<file path="src/rtl/assert_macros.svh">
// ----------------------------------------------------------------------------
// assert_macros.svh
// Assertion shorthands on i_clk, disabled while i_rst_n is low.
// ----------------------------------------------------------------------------
`ifndef ASSERT_MACROS_SVH
`define ASSERT_MACROS_SVH

// same-cycle implication
`define QXM_ASSERT_NOW(lbl, ante, cons, msg) \
    lbl: assert property (@(posedge i_clk) disable iff (!i_rst_n) \
        (ante) |-> (cons)) else $error(msg);

// next-cycle implication
`define QXM_ASSERT_NEXT(lbl, ante, cons, msg) \
    lbl: assert property (@(posedge i_clk) disable iff (!i_rst_n) \
        (ante) |=> (cons)) else $error(msg);

`endif

</file>
<file path="src/rtl/qxm_pkg.sv">
// ----------------------------------------------------------------------------
// qxm_pkg
// Types, codes and helpers shared by the quad-X motor mixer.
// ----------------------------------------------------------------------------
package qxm_pkg;

    localparam int CMD_W    = 15;   // motor command
    localparam int PULSE_W  = 12;   // pulse width, us
    localparam int EFF_W    = 16;   // effort input
    localparam int ANG_W    = 12;   // angle input
    localparam int PROD_W   = 29;   // shared multiplier output
    localparam int CORR_W   = 25;   // scaled correction
    localparam int SUM_W    = 27;   // mix sum
    localparam int DIVD_W   = 27;   // pulse dividend
    localparam int QUO_W    = 13;   // quotient, top bit flags >= 4096
    localparam int CFG_DW   = 15;
    localparam int CFG_AW   = 3;

    typedef enum logic [1:0] {
        REQ_ARM    = 2'd0,
        REQ_DISARM = 2'd1,
        REQ_MIX    = 2'd2,
        REQ_TILT   = 2'd3
    } t_req;

    typedef enum logic [2:0] {
        REG_CMD_MIN    = 3'd0,
        REG_CMD_MAX    = 3'd1,
        REG_FULL_SCALE = 3'd2,
        REG_PULSE_MIN  = 3'd3,
        REG_PULSE_RNG  = 3'd4,
        REG_PULSE_MAX  = 3'd5,
        REG_TILT_LIM   = 3'd6,
        REG_GAIN       = 3'd7
    } t_reg_idx;

    typedef enum logic [2:0] {
        S_IDLE,
        S_SCALE,
        S_SCALE_WB,
        S_MIX,
        S_PMUL,
        S_PSTART,
        S_PWAIT,
        S_DONE
    } t_state;

    typedef struct packed {
        logic [CMD_W-1:0]   cmd_min;
        logic [CMD_W-1:0]   cmd_max;
        logic [CMD_W-1:0]   full_scale;
        logic [PULSE_W-1:0] pulse_min;
        logic [PULSE_W-1:0] pulse_range;
        logic [PULSE_W-1:0] pulse_max;
        logic [10:0]        tilt_limit;
        logic [7:0]         gain;
    } t_cfg;

    // clamp to [lo, hi]; lo is tested first, so an inverted range still resolves
    function automatic logic [CMD_W-1:0] f_limit(
        input logic signed [SUM_W-1:0] v,
        input logic [CMD_W-1:0]        lo,
        input logic [CMD_W-1:0]        hi
    );
        logic signed [SUM_W-1:0] slo;
        logic signed [SUM_W-1:0] shi;
        logic [CMD_W-1:0]        res;
        slo = signed'({{(SUM_W-CMD_W){1'b0}}, lo});
        shi = signed'({{(SUM_W-CMD_W){1'b0}}, hi});
        if (v < slo) begin
            res = lo;
        end else if (v > shi) begin
            res = hi;
        end else begin
            res = v[CMD_W-1:0];
        end
        return res;
    endfunction

endpackage

</file>
<file path="src/rtl/qxm_cfg_regs.sv">
// ----------------------------------------------------------------------------
// qxm_cfg_regs
// Configuration register file; one write beat per cycle, always ready.
// ----------------------------------------------------------------------------
module qxm_cfg_regs import qxm_pkg::*; (
    input  logic              i_clk,
    input  logic              i_rst_n,
    input  logic              i_cfg_valid,
    output logic              o_cfg_ready,
    input  logic [CFG_AW-1:0] i_cfg_index,
    input  logic [CFG_DW-1:0] i_cfg_data,
    output t_cfg              o_cfg
);

    t_cfg r_cfg;

    assign o_cfg_ready = 1'b1;
    assign o_cfg       = r_cfg;

    always_ff @(posedge i_clk) begin
        if (!i_rst_n) begin
            r_cfg.cmd_min     <= 15'd0;
            r_cfg.cmd_max     <= 15'd800;
            r_cfg.full_scale  <= 15'd1000;
            r_cfg.pulse_min   <= 12'd1000;
            r_cfg.pulse_range <= 12'd1000;
            r_cfg.pulse_max   <= 12'd2000;
            r_cfg.tilt_limit  <= 11'd450;
            r_cfg.gain        <= 8'd50;
        end else if (i_cfg_valid) begin
            unique case (t_reg_idx'(i_cfg_index))
                REG_CMD_MIN:    r_cfg.cmd_min     <= i_cfg_data;
                REG_CMD_MAX:    r_cfg.cmd_max     <= i_cfg_data;
                REG_FULL_SCALE: r_cfg.full_scale  <= i_cfg_data;
                REG_PULSE_MIN:  r_cfg.pulse_min   <= i_cfg_data[PULSE_W-1:0];
                REG_PULSE_RNG:  r_cfg.pulse_range <= i_cfg_data[PULSE_W-1:0];
                REG_PULSE_MAX:  r_cfg.pulse_max   <= i_cfg_data[PULSE_W-1:0];
                REG_TILT_LIM:   r_cfg.tilt_limit  <= i_cfg_data[10:0];
                REG_GAIN:       r_cfg.gain        <= i_cfg_data[7:0];
                default:        r_cfg.gain        <= r_cfg.gain;
            endcase
        end
    end

endmodule

</file>
<file path="src/rtl/qxm_divider.sv">
// ----------------------------------------------------------------------------
// qxm_divider
// Restoring divider, one quotient bit per cycle, 13 steps. Only the low
// 12 quotient bits are exact; the top bit says the quotient is >= 4096.
// ----------------------------------------------------------------------------
module qxm_divider import qxm_pkg::*; (
    input  logic              i_clk,
    input  logic              i_rst_n,
    input  logic              i_start,
    input  logic [DIVD_W-1:0] i_dividend,
    input  logic [CMD_W-1:0]  i_divisor,
    output logic              o_done,
    output logic [QUO_W-1:0]  o_quotient
);

    logic              r_busy;
    logic              r_done;
    logic [3:0]        r_step;
    logic [DIVD_W-1:0] r_rem;
    logic [DIVD_W-1:0] r_dsh;
    logic [QUO_W-1:0]  r_quo;
    logic [CMD_W-1:0]  dvs;
    logic              ge;

    // zero full scale divides as one
    assign dvs = (i_divisor == '0) ? CMD_W'(1) : i_divisor;
    assign ge  = (r_rem >= r_dsh);

    always_ff @(posedge i_clk) begin
        if (!i_rst_n) begin
            r_busy <= 1'b0;
            r_done <= 1'b0;
            r_step <= '0;
        end else begin
            r_done <= 1'b0;
            if (i_start) begin
                r_busy <= 1'b1;
                r_step <= 4'(QUO_W - 1);
            end else if (r_busy) begin
                if (r_step == '0) begin
                    r_busy <= 1'b0;
                    r_done <= 1'b1;
                end else begin
                    r_step <= r_step - 4'd1;
                end
            end
        end
    end

    always_ff @(posedge i_clk) begin
        if (i_start) begin
            r_rem <= i_dividend;
            r_dsh <= {dvs, {(DIVD_W-CMD_W){1'b0}}};
            r_quo <= '0;
        end else if (r_busy) begin
            if (ge) begin
                r_rem <= r_rem - r_dsh;
            end
            r_quo <= {r_quo[QUO_W-2:0], ge};
            r_dsh <= r_dsh >> 1;
        end
    end

    assign o_done     = r_done;
    assign o_quotient = r_quo;

endmodule

</file>
<file path="src/rtl/quad_x_motor_mixer.sv">
// ----------------------------------------------------------------------------
// quad_x_motor_mixer
// Quad-X mixer with arm/disarm, tilt cutoff and pulse-width conversion,
// built around one shared multiplier and a bit-serial divider.
// ----------------------------------------------------------------------------
//  channel   handshake                  payload
//  request   i_valid / o_stall          i_req_type .. i_pitch_angle
//  result    o_valid / i_stall          o_pulse_* , o_is_armed, o_tilt_ok
//  config    i_cfg_valid / o_cfg_ready  i_cfg_index, i_cfg_data
//
//  One request at a time; o_stall is high from accept until the result beat.
//  Armed results go through pulse conversion (per motor: multiply, divider start,
//  13 divider steps, done), after a mix update (3 scales, 4 sums) on a mix.
//  Disarmed results come back the cycle after accept. i_stall holds the result.
//  Reset (sync, low): disarmed, commands zero, registers to defaults.
// ----------------------------------------------------------------------------
module quad_x_motor_mixer import qxm_pkg::*; #(
    parameter int EFFORT_FRACTION_BITS = 8
) (
    input  logic                     i_clk,
    input  logic                     i_rst_n,
    input  logic                     i_valid,
    output logic                     o_stall,
    input  logic [1:0]               i_req_type,
    input  logic signed [EFF_W-1:0]  i_throttle_cmd,
    input  logic signed [EFF_W-1:0]  i_roll_effort,
    input  logic signed [EFF_W-1:0]  i_pitch_effort,
    input  logic signed [EFF_W-1:0]  i_yaw_effort,
    input  logic signed [ANG_W-1:0]  i_roll_angle,
    input  logic signed [ANG_W-1:0]  i_pitch_angle,
    output logic                     o_valid,
    input  logic                     i_stall,
    output logic [PULSE_W-1:0]       o_pulse_rear_right,
    output logic [PULSE_W-1:0]       o_pulse_front_left,
    output logic [PULSE_W-1:0]       o_pulse_front_right,
    output logic [PULSE_W-1:0]       o_pulse_rear_left,
    output logic                     o_is_armed,
    output logic                     o_tilt_ok,
    input  logic                     i_cfg_valid,
    output logic                     o_cfg_ready,
    input  logic [CFG_AW-1:0]        i_cfg_index,
    input  logic [CFG_DW-1:0]        i_cfg_data
);

    localparam logic signed [PROD_W-1:0] L_BIAS =
        (PROD_W'(1) << EFFORT_FRACTION_BITS) - PROD_W'(1);

    t_cfg   cfg;
    t_state r_state, n_state;

    logic                     r_armed;
    logic                     r_tilt_ok;
    logic [1:0]               r_idx;
    logic [CMD_W-1:0]         r_thr;
    logic signed [EFF_W-1:0]  r_eff_r, r_eff_p, r_eff_y;
    logic signed [CORR_W-1:0] r_cor_r, r_cor_p, r_cor_y;
    logic [CMD_W-1:0]         r_cmd [4];     // FR, FL, RR, RL
    logic [PULSE_W-1:0]       r_pulse [4];
    logic signed [PROD_W-1:0] r_prod;

    logic                     accept;
    logic                     tilt_fail;
    logic [ANG_W-1:0]         mag_r, mag_p;
    logic signed [EFF_W-1:0]  mul_a;
    logic signed [QUO_W-1:0]  mul_b;
    logic signed [PROD_W-1:0] mul_p;
    logic signed [PROD_W-1:0] scl_sum;
    logic signed [CORR_W-1:0] corr_val;
    logic signed [SUM_W-1:0]  s_t, s_r, s_p, s_y, mix_sum;
    logic                     div_start, div_done;
    logic [QUO_W-1:0]         div_q;
    logic [13:0]              pls_sum;
    logic [PULSE_W-1:0]       pls_cap;

    qxm_cfg_regs u_cfg (
        .i_clk       (i_clk),
        .i_rst_n     (i_rst_n),
        .i_cfg_valid (i_cfg_valid),
        .o_cfg_ready (o_cfg_ready),
        .i_cfg_index (i_cfg_index),
        .i_cfg_data  (i_cfg_data),
        .o_cfg       (cfg)
    );

    qxm_divider u_div (
        .i_clk      (i_clk),
        .i_rst_n    (i_rst_n),
        .i_start    (div_start),
        .i_dividend (r_prod[DIVD_W-1:0]),
        .i_divisor  (cfg.full_scale),
        .o_done     (div_done),
        .o_quotient (div_q)
    );

    assign o_stall = (r_state != S_IDLE);
    assign accept  = i_valid && !o_stall;

    // tilt magnitudes; -2048 still fits as 12-bit unsigned
    assign mag_r     = i_roll_angle[ANG_W-1]  ? ANG_W'(-i_roll_angle)  : i_roll_angle;
    assign mag_p     = i_pitch_angle[ANG_W-1] ? ANG_W'(-i_pitch_angle) : i_pitch_angle;
    assign tilt_fail = (mag_r > {1'b0, cfg.tilt_limit}) || (mag_p > {1'b0, cfg.tilt_limit});

    // shared multiplier: effort x gain, or command x pulse range
    always_comb begin
        if (r_state == S_SCALE) begin
            case (r_idx)
                2'd0:    mul_a = r_eff_r;
                2'd1:    mul_a = r_eff_p;
                default: mul_a = r_eff_y;
            endcase
            mul_b = signed'({5'b0, cfg.gain});
        end else begin
            mul_a = signed'({1'b0, r_cmd[r_idx]});
            mul_b = signed'({1'b0, cfg.pulse_range});
        end
    end
    assign mul_p = mul_a * mul_b;

    // shift right with truncation toward zero
    assign scl_sum  = r_prod + (r_prod[PROD_W-1] ? L_BIAS : '0);
    assign corr_val = CORR_W'(scl_sum >>> EFFORT_FRACTION_BITS);

    assign s_t = signed'({{(SUM_W-CMD_W){1'b0}}, r_thr});
    assign s_r = SUM_W'(r_cor_r);
    assign s_p = SUM_W'(r_cor_p);
    assign s_y = SUM_W'(r_cor_y);

    always_comb begin
        case (r_idx)
            2'd0:    mix_sum = s_t + s_p - s_r - s_y;   // front right
            2'd1:    mix_sum = s_t + s_p + s_r + s_y;   // front left
            2'd2:    mix_sum = s_t - s_p - s_r + s_y;   // rear right
            default: mix_sum = s_t - s_p + s_r - s_y;   // rear left
        endcase
    end

    // quotient top bit means >= 4096, which is past any cap anyway
    assign pls_sum = {2'b0, cfg.pulse_min}
                   + (div_q[QUO_W-1] ? 14'd4096 : {2'b0, div_q[PULSE_W-1:0]});
    assign pls_cap = (pls_sum > {2'b0, cfg.pulse_max}) ? cfg.pulse_max
                                                       : pls_sum[PULSE_W-1:0];

    always_ff @(posedge i_clk) begin
        if (!i_rst_n) begin
            r_state <= S_IDLE;
        end else begin
            r_state <= n_state;
        end
    end

    always_comb begin
        n_state   = r_state;
        div_start = 1'b0;
        unique case (r_state)
            S_IDLE: begin
                if (accept) begin
                    unique case (t_req'(i_req_type))
                        REQ_ARM:    n_state = S_PMUL;
                        REQ_DISARM: n_state = S_DONE;
                        REQ_MIX:    n_state = r_armed ? S_SCALE : S_DONE;
                        REQ_TILT:   n_state = (tilt_fail || !r_armed) ? S_DONE : S_PMUL;
                        default:    n_state = S_DONE;
                    endcase
                end
            end
            S_SCALE:    n_state = S_SCALE_WB;
            S_SCALE_WB: n_state = (r_idx == 2'd2) ? S_MIX : S_SCALE;
            S_MIX:      n_state = (r_idx == 2'd3) ? S_PMUL : S_MIX;
            S_PMUL:     n_state = S_PSTART;
            S_PSTART: begin
                div_start = 1'b1;
                n_state   = S_PWAIT;
            end
            S_PWAIT: begin
                if (div_done) begin
                    n_state = (r_idx == 2'd3) ? S_DONE : S_PMUL;
                end
            end
            S_DONE: begin
                if (!i_stall) begin
                    n_state = S_IDLE;
                end
            end
            default: n_state = S_IDLE;
        endcase
    end

    // control state
    always_ff @(posedge i_clk) begin
        if (!i_rst_n) begin
            r_armed <= 1'b0;
            r_idx   <= '0;
            for (int k = 0; k < 4; k++) begin
                r_cmd[k] <= '0;
            end
        end else begin
            unique case (r_state)
                S_IDLE: begin
                    r_idx <= '0;
                    if (accept) begin
                        unique case (t_req'(i_req_type))
                            REQ_ARM: r_armed <= 1'b1;
                            REQ_DISARM: begin
                                r_armed <= 1'b0;
                                for (int k = 0; k < 4; k++) r_cmd[k] <= '0;
                            end
                            REQ_MIX: begin
                                if (!r_armed) begin
                                    for (int k = 0; k < 4; k++) r_cmd[k] <= '0;
                                end
                            end
                            REQ_TILT: begin
                                if (tilt_fail) begin
                                    r_armed <= 1'b0;
                                    for (int k = 0; k < 4; k++) r_cmd[k] <= '0;
                                end
                            end
                            default: r_armed <= r_armed;
                        endcase
                    end
                end
                S_SCALE_WB: r_idx <= (r_idx == 2'd2) ? 2'd0 : r_idx + 2'd1;
                S_MIX: begin
                    r_cmd[r_idx] <= f_limit(mix_sum, cfg.cmd_min, cfg.cmd_max);
                    r_idx        <= r_idx + 2'd1;
                end
                S_PWAIT: begin
                    if (div_done) begin
                        r_idx <= r_idx + 2'd1;
                    end
                end
                default: r_idx <= r_idx;
            endcase
        end
    end

    // payload registers
    always_ff @(posedge i_clk) begin
        if (accept) begin
            r_eff_r   <= i_roll_effort;
            r_eff_p   <= i_pitch_effort;
            r_eff_y   <= i_yaw_effort;
            r_thr     <= f_limit(SUM_W'(i_throttle_cmd), cfg.cmd_min, cfg.cmd_max);
            r_tilt_ok <= !((t_req'(i_req_type) == REQ_TILT) && tilt_fail);
        end
        if (r_state == S_SCALE || r_state == S_PMUL) begin
            r_prod <= mul_p;
        end
        if (r_state == S_SCALE_WB) begin
            case (r_idx)
                2'd0:    r_cor_r <= corr_val;
                2'd1:    r_cor_p <= corr_val;
                default: r_cor_y <= corr_val;
            endcase
        end
        if (r_state == S_PWAIT && div_done) begin
            r_pulse[r_idx] <= pls_cap;
        end
    end

    assign o_valid             = (r_state == S_DONE);
    assign o_is_armed          = r_armed;
    assign o_tilt_ok           = r_tilt_ok;
    assign o_pulse_rear_right  = r_armed ? r_pulse[2] : cfg.pulse_min;
    assign o_pulse_front_left  = r_armed ? r_pulse[1] : cfg.pulse_min;
    assign o_pulse_front_right = r_armed ? r_pulse[0] : cfg.pulse_min;
    assign o_pulse_rear_left   = r_armed ? r_pulse[3] : cfg.pulse_min;

`include "assert_macros.svh"

    `QXM_ASSERT_NOW(a_busy_while_result, o_valid, o_stall, "result beat while taking requests")
    `QXM_ASSERT_NOW(a_fail_disarms, o_valid && !o_tilt_ok, !o_is_armed, "failed tilt left block armed")
    `QXM_ASSERT_NOW(a_armed_capped, o_valid && o_is_armed, (o_pulse_front_left <= cfg.pulse_max) && (o_pulse_rear_left <= cfg.pulse_max), "armed pulse above cap")
    `QXM_ASSERT_NEXT(a_one_beat, o_valid && !i_stall, !o_valid, "result beat repeated")

endmodule

</file>
<file path="config.mk">
export PLATFORM = sky130hd
export DESIGN_NAME = quad_x_motor_mixer
export DESIGN_NICKNAME = d
export VERILOG_FILES = /design/src/rtl/qxm_pkg.sv /design/src/rtl/qxm_cfg_regs.sv /design/src/rtl/qxm_divider.sv /design/src/rtl/quad_x_motor_mixer.sv
export VERILOG_INCLUDE_DIRS = /design/src /design/src/rtl
export SDC_FILE = /design/constraint.sdc
export NUM_CORES = 2
export LEC_CHECK = 0
export ABC_AREA = 0
export BUFFER_PORTS_ARGS = -buffer_cell sky130_fd_sc_hd__buf_4
export CORE_MARGIN = 1
export CORE_UTILIZATION = 64
export CTS_CLUSTER_SIZE = 16
export DETAILED_ROUTE_END_ITERATION = 6
export PLACE_DENSITY = 0.87
export SLEW_MARGIN = 0
export SYNTH_ARGS = -nofsm -noshare
export SYNTH_HDL_FRONTEND = slang
export SYNTH_SLANG_ARGS = --single-unit
</file>
<file path="constraint.sdc">
create_clock -name i_clk -period 9.72 [get_ports i_clk]
set_input_delay 0.486 -clock i_clk [delete_from_list [all_inputs] [get_ports i_clk]]
set_output_delay 0.486 -clock i_clk [all_outputs]
set_load 0.005 [all_outputs]
</file>
# Word level (Yosys, flattened, before mapping)
# Memories as Yosys holds them, arrays and structs flattened. A register that Yosys moved wholly into a read port is not among the register bits.
# Index checks and enable logic that the tools add are counted.
dict set report op_classes {
  add_sub_neg 17
  multipliers 1
  order_cmp 8
  n_eq_ne 25
  mux 88
  n_bitwise 16
  n_reduce_logical 41
}
# op n
set ops {}
lappend ops {{2-to-1 mux 15 bit} 20}
lappend ops {{2-to-1 mux 27 bit} 5}
lappend ops {{2-to-1 mux 12 bit} 8}
lappend ops {{case mux 27 bit (3 select lines)} 1}
lappend ops {{adder 23 x 21 -> 24 bit} 2}
lappend ops {{subtractor 23 x 21 -> 24 bit} 2}
lappend ops {{adder 22 x 21 -> 23 bit} 2}
lappend ops {{subtractor 22 x 21 -> 23 bit} 2}
lappend ops {{case mux 16 bit (2 select lines)} 1}
lappend ops {{2-to-1 mux 1 bit} 30}
lappend ops {{AND reduction 2 bit} 15}
lappend ops {{adder 29 x 8 -> 29 bit} 1}
lappend ops {{multiplier 16 x 13 -> 29 bit} 1}
lappend ops {{>= comparator 27 bit} 1}
lappend ops {{> comparator 27 x 16 -> 1 bit} 1}
lappend ops {{less-than comparator 27 x 16 -> 1 bit} 1}
lappend ops {{subtractor 27 bit} 1}
lappend ops {{equality test 3 bit, second input constant} 8}
lappend ops {{> comparator 12 x 11 -> 1 bit} 2}
lappend ops {{negator 12 bit} 2}
lappend ops {{case mux 3 bit (8 select lines)} 1}
lappend ops {{adder 16 x 21 -> 22 bit} 1}
lappend ops {{subtractor 16 x 21 -> 22 bit} 1}
lappend ops {{> comparator 16 bit} 1}
lappend ops {{other kinds (37)} 86}
dict set report word_totals {
  reg_bits 335
  ram_bits 108
  input_bits 113
  elab_cells 226
  memories 2
}
# name depth width read_ports rd_ports_with_merged_regs write_ports line_no
set mem_list {}
lappend mem_list {r_cmd 4 15 1 1 4 quad_x_motor_mixer.sv:57} ;# logic [CMD_W-1:0] r_cmd [4];
lappend mem_list {r_pulse 4 12 4 0 1 quad_x_motor_mixer.sv:58} ;# logic [PULSE_W-1:0] r_pulse [4];

# Longest topological paths before layout
dict set report depth {
  word_depth 12
  ltp_mapped 35
  ltp_nobuf 33
}

# Cells and area by module
# A second synthesis with hierarchy kept.
dict set report unflattened {
  cells_unflattened 3954
  area_unflattened_um2 38455.6
}
# mod instances cells_per_inst area_per_inst_um2 seq_area_each_um2
set by_module_without_submodules {}
lappend by_module_without_submodules {quad_x_motor_mixer 1 3110 30151.4 8087.8}
lappend by_module_without_submodules {qxm_divider 1 479 4468.0 1881.8}
lappend by_module_without_submodules {qxm_cfg_regs 1 365 3836.2 2001.9}

# Least setup slack after synthesis
# No wires, ideal clock.
dict set report synth_timing {
  path_kind {reg2reg}
  startpoint {register (tool-made name)}
  endpoint {register r_prod[28], data pin}
  setup_time_ns 0.260
  t_arrival_ns 6.919
  required_time_ns 9.460
  setup_slack_ns 2.541
  path_stages_with_launch 27
  path_buffers 2
  synth_period_minus_slack_ns 7.179
  path_cell_list {dfxtp_1 clkbuf_1 buf_1 mux4_2 and2_1 or2_2 nand2_1 fa_1 inv_1 fa_1 ha_1 ha_1 ha_1 ha_1 fa_1 a21o_1 a21oi_1 o21bai_1 a21oi_1 o21bai_1 a2111oi_0 o31a_1 o21ai_0 o41ai_1 o21bai_1 a21oi_1 xnor2_1}
}
# item line_no
set synth_rtl {}
lappend synth_rtl {{to (signal assigned)} quad_x_motor_mixer.sv:247} ;# r_prod <= mul_p;
lappend synth_rtl {{to (decl)} quad_x_motor_mixer.sv:59} ;# logic signed [PROD_W-1:0] r_prod;

==> out/results.ini <==
[global_routing]
grt_max_degree=88
busiest_layer=met2
grt_pass1_vias=31500
use_met3_pct=7.48
grt_remaining_overflow=0
grtUsageMet2_pct=57.0
grt_antenna_before_repair=2
grt.total_usage_pct=34.7
grt_pass1_wl_mm=165
grtUsageMet1_pct=43.1

[detailed_routing]
antenna_left=0
first_pass_iters=7
wl_per_cell_microns=20.9
drc_errors=3
via_per_inst=6.25
drt-initial-drc-count=3239
num_vias=31400
routed_wl_mm=105

[sta]
fin_tns_setup_ns=0
period_minus_slack_ns=8.58
worst_pin_slew_ns=1.21
rsz0062_at_grt=false
post-route-period-util_pct=88.3
timing.slew.headroom_pct=19.2
drv_slew=0
setup_violations=0
max_clock_freq_ghz=0.117
hold_slack_ns=0.0364
skew_ns=0.0326
finalHoldViolCount=0

[placed_design]
io_buffers=164
hpwl_mm=79.7
gp_congestion=0.990
dpl_cell_area_sq_um=40500
dp_cells=4939

[worst_setup_path]
cp.arrival_ns=8.93
required_ns=10.07
path_class=reg -> reg
crit_top_cell=o21ai_0
cp-start-kind=flop
path_max_fanout=15
crit_slowest_cell=nor3_1
worst_path_largest_cell_delay_ns=0.56
cp-end-kind=flop

[cts]
cts_resized=0
clkLatencyLatePin_ns=0.62
clkTransAtPathRegs_ns=0.07
cts-root-buf=clkbuf_16
cts_tree=done
clk_path_buf_depth=3
cts_made_buffers=45
htree_levels=2
cts_sinks=445
holdBufCountCts=0
cts_setup_buffers=0

[logic_synthesis]
synth_top_area_share_pct=23.8
synth-edff-count=306
synth_most_common_cell=nand2_1
seq_area_frac_synth_pct=31.0
synth_ff_type=edfxtp_1
syn_avg_cell_area_sq_um=9.39
synth_top_area_cell=edfxtp_1
synth-seq-cells=445
ys_types=91
syn_area_sq_um=38600
postSynthCellCount=4107
postSynth.asyncResetShare_pct=0
ys_top_cells_by_area=edfxtp_1 24%, fa_1 14%, ha_1 11%, dfxtp_1 7.2%, nand2_1 5.9%
netlist_top_cells_count=604 x nand2_1, 465 x inv_1, 335 x ha_1
yosysWarnings=0

[die]
core_sq_um=59200
dieHeight_microns=247
die_area_sq_um=61200
die_w_microns=247
rows=89
initial_core_util_pct=65.1
ioPinCount=166

[status]
violations=DRC
status=finished with violations

[finish]
syn_to_final_growth_pct=9.29
drive_gt1_share_pct=8.61
fin_nets=4932
final_cells=5025
final_cell_area_sq_um=42100

[min_path]
hold_class=in -> reg

[job]
drv_cap=0

[routing by layer]
metal / share of wire (%) / vias up
met5: 0.016 / -
li1: - / 14400
met3: 10 / 351
met4: 5.5 / 2
met1: 38 / 15100
met2: 46 / 1598
[worst max-delay path: cells and delay by family, from the launching register on]
| kind | cells | cell delay [ns] |
|---|---|---|
| DFF | 1 | 0.36 |
| buffers and inverters | 1 | 0.06 |
| and+or+nand+nor | 8 | 2.09 |
| xor gates and xnor gates | 2 | 0.47 |
| AOI/OAI and AO/OA | 15 | 3.40 |
| adders and majority gates | 5 | 1.93 |
[cells by family after synthesis]
group / count (synthesis) / synth area share (%)
muxes: 99 / 3.14
xor gates and xnor gates: 196 / 4.49
other: 2 / 0.0195
buffers and inverters: 611 / 6.15
and+or+nand+nor: 1305 / 15.7
DFF: 445 / 31.0
adders and majority gates: 612 / 25.1
AOI/OAI and AO/OA: 837 / 14.4
[sequential cells by signal, indices dropped and copies added (netlist names), 21 cells and up, named ones only]
signal,count
u_cfg.o_cfg,100
r_cmd,60
r_prod,29
r_cor_p,21
r_cor_r,21
r_pulse,48
r_cor_y,21
u_div.r_dsh,27
u_div.r_rem,27
[placed cells by master, fill, tap and decap left out, types with 32 or more instances in the layout]
cell / n
o21ai_0: 172
a21boi_0: 79
nor3_1: 94
a21oi_1: 188
nand2b_1: 45
nand2_1: 604
a21o_1: 62
clkbuf_16: 45
a31oi_1: 35
mux2i_1: 68
dfxtp_1: 138
o21a_1: 45
nor2b_1: 66
and3_1: 75
ha_1: 333
o211ai_1: 32
edfxtp_1: 306
buf_4: 197
xnor2_1: 133
nand3_1: 75
inv_1: 464
fa_1: 271
xor2_1: 61
o21bai_1: 37
nor2_1: 198
[worst paths after layout]
check,start,to,slack (ns),cells after the start
max,r_thr[0],r_cmd[2][4],1.14,31
min,i_pitch_effort[14],r_eff_p[14],0.04,1
max reg2reg,r_thr[0],r_cmd[2][4],1.14,31
min reg2reg,u_cfg.o_cfg[0],u_cfg.o_cfg[0],0.46,2
[cell type report]
cell class              count  area, sq um
well taps                 773          967
multi-input cells        3058        24300
flip-flops and latches    445        12000
fillers                  4246        17100
diodes                      2         5.00
clock inverters            27          438
inverters                 466         1750
clock buffers              57         1220
repair buffers            197         1480
[per-stage QoR]
step | utilization (%) | setup WS (ns)
after floorplan | - | 2.54
after global placement | 68.3 | 1.58
after detailed placement | 68.3 | 1.42
after CTS | 71.1 | 1.38
after global routing | 71.1 | 0.642
final | 71.1 | 1.14
Power is not shown: default switching activity piles up to over one toggle a cycle in this logic, so the estimate is an artifact.
